## src/rtl/swl_pkg.sv

```systemverilog
// ----------------------------------------------------------------------------
// swl_pkg
// Types, character codes and the per-character step function of the lexer.
// ----------------------------------------------------------------------------
package swl_pkg;

	typedef enum logic [1:0] {
		MODE_PLAIN = 2'd0,
		MODE_ESC   = 2'd1,
		MODE_QUOTE = 2'd2,
		MODE_QESC  = 2'd3
	} lexer_mode_t;

	localparam logic [1:0] KIND_CHAR     = 2'd0;
	localparam logic [1:0] KIND_WORD_END = 2'd1;
	localparam logic [1:0] KIND_DONE     = 2'd2;
	localparam logic [1:0] KIND_ERROR    = 2'd3;

	localparam logic [7:0] CH_NL     = 8'h0A;
	localparam logic [7:0] CH_TAB    = 8'h09;
	localparam logic [7:0] CH_SPACE  = 8'h20;
	localparam logic [7:0] CH_DQUOTE = 8'h22;
	localparam logic [7:0] CH_HASH   = 8'h23;
	localparam logic [7:0] CH_DOLLAR = 8'h24;
	localparam logic [7:0] CH_AMP    = 8'h26;
	localparam logic [7:0] CH_SQUOTE = 8'h27;
	localparam logic [7:0] CH_LPAREN = 8'h28;
	localparam logic [7:0] CH_RPAREN = 8'h29;
	localparam logic [7:0] CH_STAR   = 8'h2A;
	localparam logic [7:0] CH_SEMI   = 8'h3B;
	localparam logic [7:0] CH_LT     = 8'h3C;
	localparam logic [7:0] CH_GT     = 8'h3E;
	localparam logic [7:0] CH_QMARK  = 8'h3F;
	localparam logic [7:0] CH_BSLASH = 8'h5C;
	localparam logic [7:0] CH_BTICK  = 8'h60;
	localparam logic [7:0] CH_LOW_N  = 8'h6E;
	localparam logic [7:0] CH_LOW_T  = 8'h74;
	localparam logic [7:0] CH_PIPE   = 8'h7C;
	localparam logic [7:0] CH_TILDE  = 8'h7E;

	localparam int unsigned MAX_RES = 3;

	typedef struct packed {
		lexer_mode_t mode;
		logic        word_nonempty;
		logic        discarding;
	} lex_state_t;

	typedef struct packed {
		logic [1:0] kind;
		logic [7:0] word_char;
		logic       last_of_run;
	} lex_result_t;

	typedef struct packed {
		lex_state_t                     nxt;
		logic [1:0]                     n;
		lex_result_t [MAX_RES-1:0]      res;
	} lex_step_t;

	function automatic logic plain_esc_ok(logic [7:0] c);
		logic ok;
		case (c) inside
			CH_SPACE, CH_SQUOTE, CH_LT, CH_GT, CH_TILDE, CH_PIPE, CH_AMP, CH_SEMI,
			CH_STAR, CH_QMARK, CH_HASH, CH_LPAREN, CH_RPAREN, CH_DQUOTE, CH_BTICK,
			CH_BSLASH, CH_DOLLAR, CH_LOW_N, CH_LOW_T: ok = 1'b1;
			default: ok = 1'b0;
		endcase
		return ok;
	endfunction

	function automatic logic quote_esc_ok(logic [7:0] c);
		logic ok;
		case (c) inside
			CH_DQUOTE, CH_BTICK, CH_BSLASH, CH_DOLLAR: ok = 1'b1;
			default: ok = 1'b0;
		endcase
		return ok;
	endfunction

	function automatic lex_step_t lex_step(lex_state_t st, logic [7:0] c, logic has,
			logic eol);
		lex_step_t  r;
		lex_state_t s;
		logic       err;
		logic [1:0] n;
		logic [7:0] v;
		r   = '0;
		s   = st;
		err = 1'b0;
		n   = 2'd0;
		v   = c;
		if (st.discarding) begin
			if (eol) begin
				s = '0;
			end
		end else begin
			if (has) begin
				unique case (st.mode)
					MODE_PLAIN: begin
						if (c == CH_BSLASH) begin
							s.mode = MODE_ESC;
						end else if (c == CH_DQUOTE) begin
							s.mode = MODE_QUOTE;
						end else if (c == CH_SPACE) begin
							r.res[n] = '{KIND_WORD_END, 8'd0, 1'b0};
							n = n + 2'd1;
							s.word_nonempty = 1'b0;
						end else begin
							r.res[n] = '{KIND_CHAR, c, 1'b0};
							n = n + 2'd1;
							s.word_nonempty = 1'b1;
						end
					end
					MODE_ESC: begin
						if (plain_esc_ok(c)) begin
							if (c == CH_LOW_N) begin
								v = CH_NL;
							end else if (c == CH_LOW_T) begin
								v = CH_TAB;
							end
							r.res[n] = '{KIND_CHAR, v, 1'b0};
							n = n + 2'd1;
							s.word_nonempty = 1'b1;
							s.mode = MODE_PLAIN;
						end else begin
							err = 1'b1;
						end
					end
					MODE_QUOTE: begin
						if (c == CH_DQUOTE) begin
							s.mode = MODE_PLAIN;
						end else if (c == CH_BSLASH) begin
							s.mode = MODE_QESC;
						end else begin
							r.res[n] = '{KIND_CHAR, c, 1'b0};
							n = n + 2'd1;
							s.word_nonempty = 1'b1;
						end
					end
					MODE_QESC: begin
						if (quote_esc_ok(c)) begin
							r.res[n] = '{KIND_CHAR, c, 1'b0};
							n = n + 2'd1;
							s.word_nonempty = 1'b1;
							s.mode = MODE_QUOTE;
						end else begin
							err = 1'b1;
						end
					end
					default: err = 1'b1;
				endcase
			end
			if (!err && eol && s.mode != MODE_PLAIN) begin
				err = 1'b1;
			end
			if (err) begin
				r.res[n] = '{KIND_ERROR, 8'd0, 1'b0};
				n = n + 2'd1;
				s = '0;
				s.discarding = !eol;
			end else if (eol) begin
				if (s.word_nonempty) begin
					r.res[n] = '{KIND_WORD_END, 8'd0, 1'b0};
					n = n + 2'd1;
				end
				r.res[n] = '{KIND_DONE, 8'd0, 1'b0};
				n = n + 2'd1;
				s = '0;
			end
			if (n != 2'd0) begin
				r.res[n - 2'd1].last_of_run = 1'b1;
			end
		end
		r.nxt = s;
		r.n   = n;
		return r;
	endfunction

endpackage

```

## src/rtl/swl_if.sv

```systemverilog
// ----------------------------------------------------------------------------
// swl_if
// Valid/ready channels for characters in and lexer results out.
// ----------------------------------------------------------------------------
interface swl_char_if;
	logic       valid;
	logic       ready;
	logic [7:0] character;
	logic       has_character;
	logic       end_of_line;

	modport source (output valid, character, has_character, end_of_line, input ready);
	modport sink (input valid, character, has_character, end_of_line, output ready);
endinterface

interface swl_tok_if;
	logic       valid;
	logic       ready;
	logic [1:0] kind;
	logic [7:0] word_char;
	logic       last_of_run;

	modport source (output valid, kind, word_char, last_of_run, input ready);
	modport sink (input valid, kind, word_char, last_of_run, output ready);
endinterface

```

## src/rtl/swl_res_fifo.sv

```systemverilog
// ----------------------------------------------------------------------------
// swl_res_fifo
// Four-entry result queue taking up to three results per cycle, one out.
// ----------------------------------------------------------------------------
module swl_res_fifo
	import swl_pkg::*;
(
	input  logic                      clk,
	input  logic                      arst_n,
	input  logic [1:0]                push_n,
	input  lex_result_t [MAX_RES-1:0] push_data,
	output logic [2:0]                free,
	output logic                      valid,
	output lex_result_t               head,
	input  logic                      pop
);

	lex_result_t mem_q [4];
	logic [1:0]  wr_ptr_q;
	logic [1:0]  rd_ptr_q;
	logic [2:0]  count_q;

	assign free  = 3'd4 - count_q;
	assign valid = count_q != 3'd0;
	assign head  = mem_q[rd_ptr_q];

	always_ff @(posedge clk) begin
		for (int i = 0; i < MAX_RES; i++) begin
			if (2'(i) < push_n) begin
				mem_q[wr_ptr_q + 2'(i)] <= push_data[i];
			end
		end
	end

	always_ff @(posedge clk or negedge arst_n) begin
		if (!arst_n) begin
			wr_ptr_q <= '0;
			rd_ptr_q <= '0;
			count_q  <= '0;
		end else begin
			wr_ptr_q <= wr_ptr_q + push_n;
			rd_ptr_q <= rd_ptr_q + {1'b0, pop};
			count_q  <= count_q + {1'b0, push_n} - {2'b0, pop};
		end
	end

endmodule

```

## src/rtl/shell_word_lexer.sv

```systemverilog
// ----------------------------------------------------------------------------
// shell_word_lexer
// Splits a command line into words, one character beat per cycle unless stalled.
// ----------------------------------------------------------------------------
// An accepted beat is registered in the s1 stage, then its results are queued.
// Throughput: one character beat per cycle while each causes at most one result
// and the four-entry result queue has room; results leave at one per ready cycle.
// Reset: asynchronous, clears the mode, the word and discard flags and the queue.
// ----------------------------------------------------------------------------
module shell_word_lexer
	import swl_pkg::*;
(
	input  logic         clk,
	input  logic         arst_n,
	swl_char_if.sink     char_ch,
	swl_tok_if.source    tok_ch
);

	logic        valid_s1;
	logic [7:0]  char_s1;
	logic        has_s1;
	logic        eol_s1;
	lex_state_t  state_q;
	lex_step_t   step;
	logic [2:0]  free;
	logic        fire;
	logic        fifo_valid;
	lex_result_t head;

	assign step          = lex_step(state_q, char_s1, has_s1, eol_s1);
	assign fire          = valid_s1 && (free >= {1'b0, step.n});
	assign char_ch.ready = !valid_s1 || fire;

	always_ff @(posedge clk or negedge arst_n) begin
		if (!arst_n) begin
			valid_s1 <= 1'b0;
			state_q  <= '0;
		end else begin
			if (char_ch.ready) begin
				valid_s1 <= char_ch.valid;
			end
			if (fire) begin
				state_q <= step.nxt;
			end
		end
	end

	always_ff @(posedge clk) begin
		if (char_ch.ready && char_ch.valid) begin
			char_s1 <= char_ch.character;
			has_s1  <= char_ch.has_character;
			eol_s1  <= char_ch.end_of_line;
		end
	end

	swl_res_fifo u_fifo (
		.clk       (clk),
		.arst_n    (arst_n),
		.push_n    (fire ? step.n : 2'd0),
		.push_data (step.res),
		.free      (free),
		.valid     (fifo_valid),
		.head      (head),
		.pop       (fifo_valid && tok_ch.ready)
	);

	assign tok_ch.valid       = fifo_valid;
	assign tok_ch.kind        = head.kind;
	assign tok_ch.word_char   = head.word_char;
	assign tok_ch.last_of_run = head.last_of_run;

	a_eol_resets: assert property (@(posedge clk) disable iff (!arst_n)
		fire && eol_s1 |=> state_q == '0)
		else $error("state not cleared after end of line");

	a_discard_plain: assert property (@(posedge clk) disable iff (!arst_n)
		state_q.discarding |-> state_q.mode == MODE_PLAIN && !state_q.word_nonempty)
		else $error("discarding with live word state");

	a_done_last: assert property (@(posedge clk) disable iff (!arst_n)
		tok_ch.valid && (tok_ch.kind == KIND_DONE || tok_ch.kind == KIND_ERROR)
		|-> tok_ch.last_of_run)
		else $error("line marker not last of run");

	a_s1_hold: assert property (@(posedge clk) disable iff (!arst_n)
		valid_s1 && !fire |=> valid_s1 && $stable(char_s1) && $stable(eol_s1))
		else $error("stalled input register changed");

endmodule

```

## src/flat_wrapper.sv

```systemverilog
// flat-port wrapper written by rule: the top's interface ports become plain ports
module shell_word_lexer_flat import swl_pkg::*;
  (clk, arst_n, char_ch_valid, char_ch_character, char_ch_has_character, char_ch_end_of_line, char_ch_ready, tok_ch_valid, tok_ch_kind, tok_ch_word_char, tok_ch_last_of_run, tok_ch_ready);
  swl_char_if char_ch_i ();
  swl_tok_if tok_ch_i ();
  input  logic clk;
  input  logic arst_n;
  input wire logic [$bits(char_ch_i.valid)-1:0] char_ch_valid;
  input wire logic [$bits(char_ch_i.character)-1:0] char_ch_character;
  input wire logic [$bits(char_ch_i.has_character)-1:0] char_ch_has_character;
  input wire logic [$bits(char_ch_i.end_of_line)-1:0] char_ch_end_of_line;
  output wire logic [$bits(char_ch_i.ready)-1:0] char_ch_ready;
  output wire logic [$bits(tok_ch_i.valid)-1:0] tok_ch_valid;
  output wire logic [$bits(tok_ch_i.kind)-1:0] tok_ch_kind;
  output wire logic [$bits(tok_ch_i.word_char)-1:0] tok_ch_word_char;
  output wire logic [$bits(tok_ch_i.last_of_run)-1:0] tok_ch_last_of_run;
  input wire logic [$bits(tok_ch_i.ready)-1:0] tok_ch_ready;
  assign char_ch_i.valid = char_ch_valid;
  assign char_ch_i.character = char_ch_character;
  assign char_ch_i.has_character = char_ch_has_character;
  assign char_ch_i.end_of_line = char_ch_end_of_line;
  assign char_ch_ready = char_ch_i.ready;
  assign tok_ch_valid = tok_ch_i.valid;
  assign tok_ch_kind = tok_ch_i.kind;
  assign tok_ch_word_char = tok_ch_i.word_char;
  assign tok_ch_last_of_run = tok_ch_i.last_of_run;
  assign tok_ch_i.ready = tok_ch_ready;
  shell_word_lexer u_core (.clk(clk), .arst_n(arst_n), .char_ch(char_ch_i), .tok_ch(tok_ch_i));
endmodule
```

## config.mk

```make
export PLATFORM = sky130hd
export DESIGN_NAME = shell_word_lexer_flat
export DESIGN_NICKNAME = d
export VERILOG_FILES = /design/src/rtl/swl_pkg.sv /design/src/rtl/swl_if.sv /design/src/rtl/swl_res_fifo.sv /design/src/rtl/shell_word_lexer.sv /design/src/flat_wrapper.sv
export SDC_FILE = /design/constraint.sdc
export NUM_CORES = 1
export LEC_CHECK = 0
export ABC_AREA = 1
export BUFFER_PORTS_ARGS = -buffer_cell sky130_fd_sc_hd__buf_2
export CORE_UTILIZATION = 50
export DETAILED_ROUTE_END_ITERATION = 12
export HOLD_SLACK_MARGIN = 0.05
export PLACE_DENSITY = 0.74
export SLEW_MARGIN = 10
export SYNTH_ARGS = -nofsm -noshare
export SYNTH_HDL_FRONTEND = slang
export SYNTH_HIERARCHICAL = 1
export SYNTH_SLANG_ARGS = --single-unit
```

## constraint.sdc

```tcl
create_clock -name clk -period 6.6 [get_ports clk]
set_input_delay 1.32 -clock clk [delete_from_list [all_inputs] [get_ports clk]]
set_output_delay 1.32 -clock clk [all_outputs]
set_load 0.03 [all_outputs]
```

==> qor.yml, run 1 <==
outcome:
  status: "completed"
detailed_routing:
  drc: 0
  ant_nets: 0
  num_vias: 5031
  drt_pre_antenna_iters: 6
  wl_per_cell_microns: 14.65
  viasPerCell: 5.324
  wl_microns: 13850
  drtIter0Drc: 506
sta:
  period_needed_ns: 5.385
  slew_viol_final: 0
  rsz0062_at_grt: "no"
  fmax_ghz: 0.1857
  fin_setup_tns_ns: 0
  slew_headroom_pct: 23.77
  period_share_pct: 81.59
  setup_slack_ns: 1.215
  setup_viol: 0
  hold_viol_final: 0
  skew_ns: 0.01305
  worstMarginPinSlew_ns: 1.143
  holdWs_ns: 0.5098
floorplanning:
  io-pin-count: 27
  die_h_microns: 104.6
  fp.dieW_microns: 104.6
  rows: 37
  die_area_sq_mm: 0.01094
  fp.coreArea_sq_mm: 0.01028
  start_util_pct: 51.23
clock_tree:
  clk_pin_slew_ns: 0.08
  post-cts-setup-buffer-count: 0
  htree_levels: 3
  clock_sinks: 66
  numCtsBuffers: 9
  clockBufferDepth: 2
  cts_resized: 0
  postCtsHoldBufs: 0
  ctsRootBufferMaster: "clkbuf_8"
  clock_latency_ns: 0.35
  cts_tree: "built"
synthesis:
  ys.flop_type: "edfxtp_1"
  postSynthCellCount: 758
  yosysSeqAreaShare_pct: 36.50
  synth_area_leaders: "edfxtp_1 31%, nand2_1 18%, nand3_1 8.8%"
  synth_common_cells: "257 x nand2_1, 97 x inv_1, 93 x nand3_1"
  synth.most_common_cell: "nand2_1"
  netlist_area_sq_mm: 0.005265
  ys_types: 39
  synth_top_area_cell: "edfxtp_1"
  yosys.area.top_type_share_pct: 30.80
  yosys_warnings: 6
  synthArstFlopShare_pct: 18.18
  syn_avg_cell_area_sq_um: 6.946
  synth.ff_latch_count: 66
  synth_edf_count: 54
grt:
  antenna_found_initial: 0
  grt_start_max_net_pins: 45
  grt_pass1_wl_microns: 22850
  gr-total-overflow: 0
  grt_util_all_layers_pct: 26.57
  grt_pass1_vias: 4692
setup_path:
  cp_cell_sequence: "nor2_2, nand2_1, nor2_4, nor2_1, nand2_2, nor2_2, nand2_1, nand2_1, nand4_1, nand2_1, ha_1, nor2_1, inv_1, nand3_1, nand3_2, ha_1, o21ai_0, nand3_1, and2_1, inv_1, nor2_1, nand2_2, a21oi_1"
  crit_cells: 23
  cp_top_family: "simple AND/OR/NAND/NOR gates"
  critPathBufInv: 2
  r2r_setup_slack_ns: 1.22
  crit_slowest_cell: "a21oi_1"
  cpMostUsedCell: "nand2_1"
  startpoint_type: "register"
  critPathArrivalTime_ns: 5.35
  r2r_cells: 23
  path_class: "reg2reg"
  crit_path_max_incr_delay_ns: 0.96
  cp.required_ns: 6.56
  crit_path_max_fanout: 11
  critPathCaptureType: "register"
finish:
  nets: 830
  fillers: 1039
  antenna_cells: 0
  syn_to_final_growth_pct: 8.508
  drive_gt1_share_pct: 11.87
place:
  place.gp.congestion: 0.9484
  dp_hpwl_microns: 10560
  place_ws_ns: 1.309
  numPortBuffers: 26
pwr:
  power_density_mw_per_mm2: 601.7
  max-vdd-ir-drop_mv: 0.3812
  seq_power_share_pct: 28.2
  netSwitchingPower_mw: 1.824
  p_int_mw: 1.613
  comb_power_share_pct: 61.8
  power_frac_clock_pct: 10.0
  swShare_pct: 53.07
  power.static_leakage_nw: 2.912
flow_run:
  cap_violations: 0
worst_hold_path:
  hp-class: "reg2reg"
  whs_path_depth: 1
per-layer routing:
| metal | routed length (microns) | share of wire, % | global-route usage (%) |
|---|---|---|---|
| met4 | 229 | 1.7 | 9.759 |
| met3 | 1281 | 9.3 | 5.802 |
| met5 | 0 | 0 | 0 |
| met2 | 6226 | 45 | 41.20 |
| met1 | 6109 | 44 | 36.48 |
flip-flops by register name, summed over array words and instances, names as in the netlist:
register / count
u_core/char_s1: 8
u_core/has_s1: 1
u_core/u_fifo/count_q: 3
u_core/valid_s1: 1
u_core/u_fifo/wr_ptr_q: 2
u_core/state_q: 4
u_core/eol_s1: 1
u_core/u_fifo/rd_ptr_q: 2
u_core/u_fifo/mem_q: 44
per-stage QoR:
stage | std cells | area, sq um | util (%) | total power, mW
2_1_floorplan | 801 | 5426 | - | 2.559
3_3_place_gp | 929 | 5522 | 53.73 | 3.005
3_5_place_dp | 929 | 5522 | 53.73 | 3.066
4_1_cts | 945 | 5713 | 55.59 | 3.414
5_1_grt | 945 | 5713 | 55.59 | 3.754
6_report | 945 | 5713 | 55.59 | 3.438
cell families after synthesis:
logic type	Yosys count	share of synthesized area (%)
xor gates and xnor gates	3	0.4991
AOI/OAI and AO/OA	76	8.650
buffers and inverters	148	12.29
DFF	66	36.50
other	1	0.07122
and+or+nand+nor	452	39.00
adders and majority gates	12	2.994
placed cells by master (no fill, tap or decap), types with 2 or more instances in the layout:
cell and count:
nor3_1 6, o22ai_1 2, xor2_1 2, buf_4 3
o2111ai_1 4, a21oi_2 2, inv_1 97, buf_2 26
nand3_2 8, clkinv_2 2, nand3_1 93, clkinvlp_4 2
nor2_1 42, inv_2 13, clkbuf_8 9, conb_1 44
o21ai_1 5, clkinv_1 2, edfxtp_1 54, a21oi_1 20
nand4_1 17, o21ai_0 24, nand2_2 9, nor2_4 5
nand2_1 257, nand2_4 5, nor2_2 7, ha_1 11
dfrtp_1 12, o211ai_1 14
path summary, 6_finish.rpt:
check | start | to
worst max-delay path | u_core/char_s1[0]$_DFFE_PP_ | u_core/u_fifo/mem_q[3][5]$_DFFE_PP_
worst min-delay path | u_core/u_fifo/rd_ptr_q[0]$_DFF_PN0_ | u_core/u_fifo/rd_ptr_q[0]$_DFF_PN0_
min in group asynchronous | arst_n | u_core/state_q[3]$_DFFE_PN0P_
worst max register to register | u_core/char_s1[0]$_DFFE_PP_ | u_core/u_fifo/mem_q[3][5]$_DFFE_PP_
worst min register to register | u_core/u_fifo/rd_ptr_q[0]$_DFF_PN0_ | u_core/u_fifo/rd_ptr_q[0]$_DFF_PN0_
max in group asynchronous | arst_n | u_core/u_fifo/wr_ptr_q[1]$_DFF_PN0_
cell type report:
cell class	instances	area, sq um	area share (%)
timing repair buffer	29	152.6	2.672
sequential	66	1922	33.64
multi-input combinational	587	2860	50.07
tap	136	170.2	2.979
clock inverter	7	67.56	1.183
inverter	111	416.7	7.293
clock buffer	9	123.9	2.168
power groups by stage:
stage          clock network [mW]  logic (mW)  registers, mW
3_5_place_dp                    0        2.09          0.974
2_1_floorplan                   0        1.68          0.878
4_1_cts                     0.350        2.10          0.966
3_3_place_gp                    0        2.04          0.970
5_1_grt                     0.367        2.39          0.993
6_report                    0.343        2.13          0.969
Note: power is estimated with default switching activity, not from simulation.
==> run 2, diff against run 1 <==
--- a/config.mk
+++ b/config.mk
@@ -10,7 +10,7 @@
 export CORE_UTILIZATION = 50
 export DETAILED_ROUTE_END_ITERATION = 12
 export HOLD_SLACK_MARGIN = 0.05
-export PLACE_DENSITY = 0.74
+export PLACE_DENSITY = 0.77
 export SLEW_MARGIN = 10
 export SYNTH_ARGS = -nofsm -noshare
 export SYNTH_HDL_FRONTEND = slang
==> constraint.sdc (replaced) <==
create_clock -name clk -period 4.54 [get_ports clk]
set_input_delay 0.908 -clock clk [delete_from_list [all_inputs] [get_ports clk]]
set_output_delay 0.908 -clock clk [all_outputs]
set_load 0.03 [all_outputs]
==> qor.yml, run 2 (same netlist as run 1, synthesis figures left out) <==
clock_tree:
  htree_levels: 3  # unchanged
  postCtsHoldBufs: 0  # unchanged
  numCtsBuffers: 9  # unchanged
  clock_sinks: 66  # unchanged
  ctsRootBufferMaster: "clkbuf_8"
  clk_pin_slew_ns: 0.08  # about the same
  cts_tree: "built"
  clockBufferDepth: 2  # unchanged
  clock_latency_ns: 0.36  # about the same
setup_path:
  r2r_setup_slack_ns: 0.32  # -0.90 ns
  critPathCaptureType: "output port"
  cp.required_ns: 3.63  # -2.93 ns
  path_class: "reg2out"
  crit_path_max_fanout: 9  # -2
  startpoint_type: "register"
  critPathArrivalTime_ns: 3.43  # -1.92 ns
sta:
  hold_viol_final: 0  # unchanged
  fmax_ghz: 0.2303
  setup_viol: 0  # unchanged
  slew_headroom_pct: 36.29  # +13 points
  period_share_pct: 95.64
  skew_ns: 0.01360  # +0.0005594 ns
  slew_viol_final: 0  # unchanged
  period_needed_ns: 4.342
  worstMarginPinSlew_ns: 0.9556  # -0.1879 ns
  holdWs_ns: 0.4077  # -0.1021 ns
floorplanning:
  start_util_pct: 51.23  # unchanged
  fp.dieW_microns: 104.6  # unchanged
  die_h_microns: 104.6  # unchanged
  rows: 37  # unchanged
  die_area_sq_mm: 0.01094  # unchanged
  fp.coreArea_sq_mm: 0.01028  # unchanged
  io-pin-count: 27  # unchanged
finish:
  reg_top3: "u_core/u_fifo/mem_q: 44 flops, u_core/char_s1: 8 flops, u_core/state_q: 4 flops"
  largest_reg_flops: 44  # unchanged
  antenna_cells: 0  # unchanged
  syn_to_final_growth_pct: 14.47
  drive_gt1_share_pct: 17.30  # +5.4 points
  layout_commonest_cell: "nand2_1"
  nets: 859  # +3.5%
  layout_common_cells: "249 x nand2_1, 95 x inv_1, 93 x nand3_1, 54 x edfxtp_1, 44 x conb_1"
  instances_no_fill: 974  # +3.1%
  regMostFlops: "u_core/u_fifo/mem_q"
  fin_util_pct: 58.64  # +3.1 points
pwr:
  p_int_mw: 2.487  # +54%
  seq_power_share_pct: 27.8  # -0.4 points
  max-vdd-ir-drop_mv: 0.3797  # -0.38%
  power_frac_clock_pct: 8.8  # -1.2 points
  netSwitchingPower_mw: 2.635  # +44%
  power.static_leakage_nw: 3.090  # +6.1%
  comb_power_share_pct: 63.4  # +1.6 points
  swShare_pct: 51.44  # -1.6 points
  power_density_mw_per_mm2: 849.9  # +41%
grt:
  grt_start_max_net_pins: 34  # -24%
  gr-total-overflow: 0  # unchanged
  grt_pass1_vias: 4524  # -3.6%
  grt_pass1_wl_microns: 21450  # -6.1%
  antenna_found_initial: 0  # unchanged
  grt_util_all_layers_pct: 24.59  # -2.0 points
outcome:
  status: "completed"
detailed_routing:
  drc: 0  # unchanged
  num_vias: 5007  # -0.48%
  ant_nets: 0  # unchanged
  viasPerCell: 5.141  # -3.4%
  wl_microns: 12910  # -6.8%
  drt_pre_antenna_iters: 5  # -1
  drtIter0Drc: 510  # +0.79%
  wl_per_cell_microns: 13.25  # -9.6%
place:
  dp_hpwl_microns: 9799  # -7.2%
  place_inst: 949  # +2.2%
  place.gp.congestion: 0.9876  # +4.1%
  numPortBuffers: 26  # unchanged
worst_hold_path:
  hp-class: "in2async"
flow_run:
  cap_violations: 0  # unchanged
## run 2: power groups by stage
stage / combinational (mW) / sequential [mW] / clock (mW)
after floorplan: 2.44 / 1.28 / 0
after global placement: 3.02 / 1.42 / 0
after detailed placement: 3.06 / 1.43 / 0
after CTS: 3.08 / 1.41 / 0.457
after global routing: 3.65 / 1.47 / 0.487
final: 3.25 / 1.43 / 0.450
## run 2: metal layers
metal  track usage (%)  vias up  routed length, microns
met4             8.451        0                     245
met5                 0        -                       0
met3             3.930       20                    1040
met2             38.60      206                    5807
li1                  -     2555                       -
met1             34.50     2226                    5815
## run 2: timing repair
item	4_1_cts	5_1_grt
setup endpoints to repair	2	91
pin swaps	0	8
setup buffers	1	8
resized for setup	0	34
## run 2: worst paths after layout
| path | start | endpoint | cells past startpoint |
|---|---|---|---|
| max reg2reg | u_core/char_s1[2]$_DFFE_PP_ | u_core/u_fifo/count_q[2]$_DFF_PN0_ | 31 |
| max in group asynchronous | arst_n | u_core/u_fifo/rd_ptr_q[1]$_DFF_PN0_ | 1 |
| min | arst_n | u_core/state_q[3]$_DFFE_PN0P_ | 1 |
| min in group clk | u_core/state_q[1]$_DFFE_PN0P_ | u_core/state_q[1]$_DFFE_PN0P_ | 2 |
| max | u_core/char_s1[2]$_DFFE_PP_ | char_ch_ready | 22 |
| min reg2reg | u_core/state_q[1]$_DFFE_PN0P_ | u_core/state_q[1]$_DFFE_PN0P_ | 2 |
## run 2: layout make-up
type,count,area (sq um)
Clock inverter,7,45.04
Clock buffer,9,123.9
Tap cell,136,170.2
Multi-Input combinational cell,587,2944
Inverter,111,416.7
Sequential cell,66,1922
Fill cell,983,4250
Timing Repair Buffer,58,405.4
## run 2: through the flow
step                  TNS, ns  instance area [sq um]  power (mW)  setup slack (ns)
floorplan                   0                   5426       3.721           0.09998
global placement            0                   5684       4.438            0.1104
detailed placement          0                   5684       4.493           0.02817
CTS                         0                   5861       4.949           0.01169
global route        -0.005014                   6027       5.602         -0.005014
finish                      0                   6027       5.123            0.1979
## run 2: worst max-delay path, stage by stage, from the launching register on
cell and delay [ns]:
edfxtp_1 0.51, nand2_1 0.14, inv_1 0.08, nand2_4 0.08
inv_2 0.04, nand2_4 0.13, nand3_2 0.12, nor2_4 0.13
nand2_2 0.08, nand2_2 0.08, nand4_1 0.09, nand2_2 0.09
inv_1 0.05, ha_1 0.27, nand2_1 0.07, nand2_1 0.11
nand3_2 0.08, nand3_2 0.10, inv_1 0.05, ha_1 0.28
o21ai_2 0.15, nand4_1 0.15, buf_6 0.17
==> run 3, diff against run 2 <==
==> constraint.sdc (replaced) <==
create_clock -name clk -period 3.8 [get_ports clk]
set_input_delay 0.76 -clock clk [delete_from_list [all_inputs] [get_ports clk]]
set_output_delay 0.76 -clock clk [all_outputs]
set_load 0.03 [all_outputs]
==> qor.yml, run 3 (same netlist as run 1, synthesis figures left out) <==
outcome:
  status: "finished, violations left"
  failed_checks: "negative setup slack"
grt:
  antenna_found_initial: 0  # unchanged
  grt_pass1_wl_microns: 28610  # +33%
  gr-total-overflow: 0  # unchanged
  grt_pass1_vias: 5950  # +32%
  grt_start_max_net_pins: 45  # +32%
  grt_util_all_layers_pct: 33.37  # +8.8 points
flow_run:
  cap_violations: 0  # unchanged
clock_tree:
  clockBufferDepth: 2  # unchanged
  htree_levels: 3  # unchanged
  postCtsHoldBufs: 0  # unchanged
  clock_sinks: 66  # unchanged
  clk_pin_slew_ns: 0.08  # about the same
  ctsRootBufferMaster: "clkbuf_8"
  numCtsBuffers: 9  # unchanged
  clock_latency_ns: 0.38  # +0.02 ns
  cts_tree: "built"
finish:
  reg_top3: "u_core/u_fifo/mem_q: 44 flops, u_core/char_s1: 8 flops, u_core/state_q: 4 flops"
  fin_util_pct: 75.16  # +17 points
  antenna_cells: 0  # unchanged
  syn_to_final_growth_pct: 46.72
  largest_reg_flops: 44  # unchanged
  layout_common_cells: "224 x nand2_1, 108 x buf_4, 87 x inv_1, 59 x nand3_1, 54 x edfxtp_1"
  final_area_sq_mm: 0.007725  # +28%
  regMostFlops: "u_core/u_fifo/mem_q"
  seqCellArea_sq_mm: 0.001922  # unchanged
  drive_gt1_share_pct: 35.87  # +19 points
  fillers: 737  # -25%
  nets: 980  # +14%
  multi_input_area_sq_mm: 0.003397  # +15%
  layout_commonest_cell: "nand2_1"
floorplanning:
  io-pin-count: 27  # unchanged
  fp.coreArea_sq_mm: 0.01028  # unchanged
  fp.dieW_microns: 104.6  # unchanged
  rows: 37  # unchanged
  die_h_microns: 104.6  # unchanged
  die_area_sq_mm: 0.01094  # unchanged
  start_util_pct: 51.23  # unchanged
place:
  place.gp.congestion: 0.9081  # -8.0%
  place_ws_ns: -0.2370  # -0.2652 ns
  numPortBuffers: 26  # unchanged
  placed_area_sq_mm: 0.006284  # +11%
  dp_hpwl_microns: 10730  # +9.5%
sta:
  period_needed_ns: 4.156
  slew_viol_final: 0  # unchanged
  rsz0062_at_grt: "yes"
  holdWs_ns: 0.2438  # -0.1638 ns
  hold_viol_final: 0  # unchanged
  slew_headroom_pct: 28.63  # -7.7 points
  worstMarginPinSlew_ns: 1.071  # +0.1150 ns
  period_share_pct: 109.4
  skew_ns: 0.009911  # -0.003694 ns
  fmax_ghz: 0.2406
  setup_slack_ns: -0.3558  # -0.5537 ns
  setup_viol: 92  # +92
detailed_routing:
  wl_microns: 19250  # +49%
  drc: 0  # unchanged
  wl_per_cell_microns: 17.58  # +33%
  viasPerCell: 5.679  # +10%
  num_vias: 6218  # +24%
  ant_nets: 0  # unchanged
  drtIter0Drc: 681  # +34%
  drt_pre_antenna_iters: 6  # +1
setup_path:
  cp_top_family: "simple AND/OR/NAND/NOR gates"
  regToRegStartpoint: "u_core/char_s1[7]$_DFFE_PP_"
  crit_cells: 29  # +32%
  cpMostUsedCell: "nand2_1"
  critPathBufInv: 6  # +1
  path_class: "reg2reg"
  crit_slowest_cell: "edfxtp_1"
  critPathArrivalTime_ns: 4.29  # +0.86 ns
  startpoint_type: "register"
  r2r_setup_slack_ns: -0.36  # -0.68 ns
  crit_path_max_incr_delay_ns: 0.47  # -0.04 ns
  r2r_cells: 29  # -6.5%
  crit_path_max_fanout: 5  # -4
  cp.required_ns: 3.93  # +0.30 ns
  r2r-end: "u_core/u_fifo/mem_q[1][2]$_DFFE_PP_"
  critPathCaptureType: "register"
pwr:
  power.static_leakage_nw: 3.841  # +24%
  power_density_mw_per_mm2: 1074  # +26%
  max-vdd-ir-drop_mv: 0.6359  # +67%
worst_hold_path:
  hp-class: "in2async"
run 3: cell type report:
class	count	area share, %
Inverter	111	5.896
Clock buffer	10	1.652
Multi-Input combinational cell	588	43.97
Clock inverter	6	0.4373
Timing Repair inverter	2	0.1944
Timing Repair Buffer	176	20.76
Tap cell	136	2.203
Sequential cell	66	24.88
run 3: layer usage:
metal | share of wire [%] | track usage (%) | vias to the layer above | wire [microns]
met5 | 0 | 0 | - | 0
li1 | - | - | 2816 | -
met1 | 36 | 37.67 | 2801 | 6851
met2 | 47 | 55.72 | 455 | 9121
met4 | 6.8 | 21.83 | 0 | 1310
met3 | 10 | 8.734 | 146 | 1969
run 3: timing repair:
action / in CTS / in global routing
endpoints found under the setup margin: 91 / 92
setup buffers: 54 / 13
pin swaps: 64 / 24
gates resized for setup: 117 / 32
gates cloned: 8 / 1
run 3: how the worst max path moves through the flow:
stage                                          endpoint                        start
floorplan            u_core/u_fifo/count_q[2]$_DFF_PN0_  u_core/char_s1[1]$_DFFE_PP_
finish              u_core/u_fifo/mem_q[1][2]$_DFFE_PP_  u_core/char_s1[7]$_DFFE_PP_
global route        u_core/u_fifo/mem_q[1][2]$_DFFE_PP_  u_core/char_s1[0]$_DFFE_PP_
CTS                                       char_ch_ready  u_core/char_s1[4]$_DFFE_PP_
global placement    u_core/u_fifo/mem_q[2][6]$_DFFE_PP_  u_core/char_s1[3]$_DFFE_PP_
detailed placement  u_core/u_fifo/mem_q[3][7]$_DFFE_PP_  u_core/char_s1[3]$_DFFE_PP_
run 3: power breakdown:
part / leakage (nW) / switching [mW] / internal [mW]
clock network: 0.0795 / 0.299 / 0.231
logic: 3.11 / 3.59 / 2.50
registers: 0.656 / 0.282 / 1.40
run 3: metrics by stage:
step	instances	power (mW)	TNS, ns
CTS	1082	7.688	-2.536
finish	1095	8.300	-20.48
detailed placement	1005	5.975	-17.28
floorplan	801	4.608	-0.9297
global placement	1005	5.812	-9.591
global route	1095	8.792	-41.34
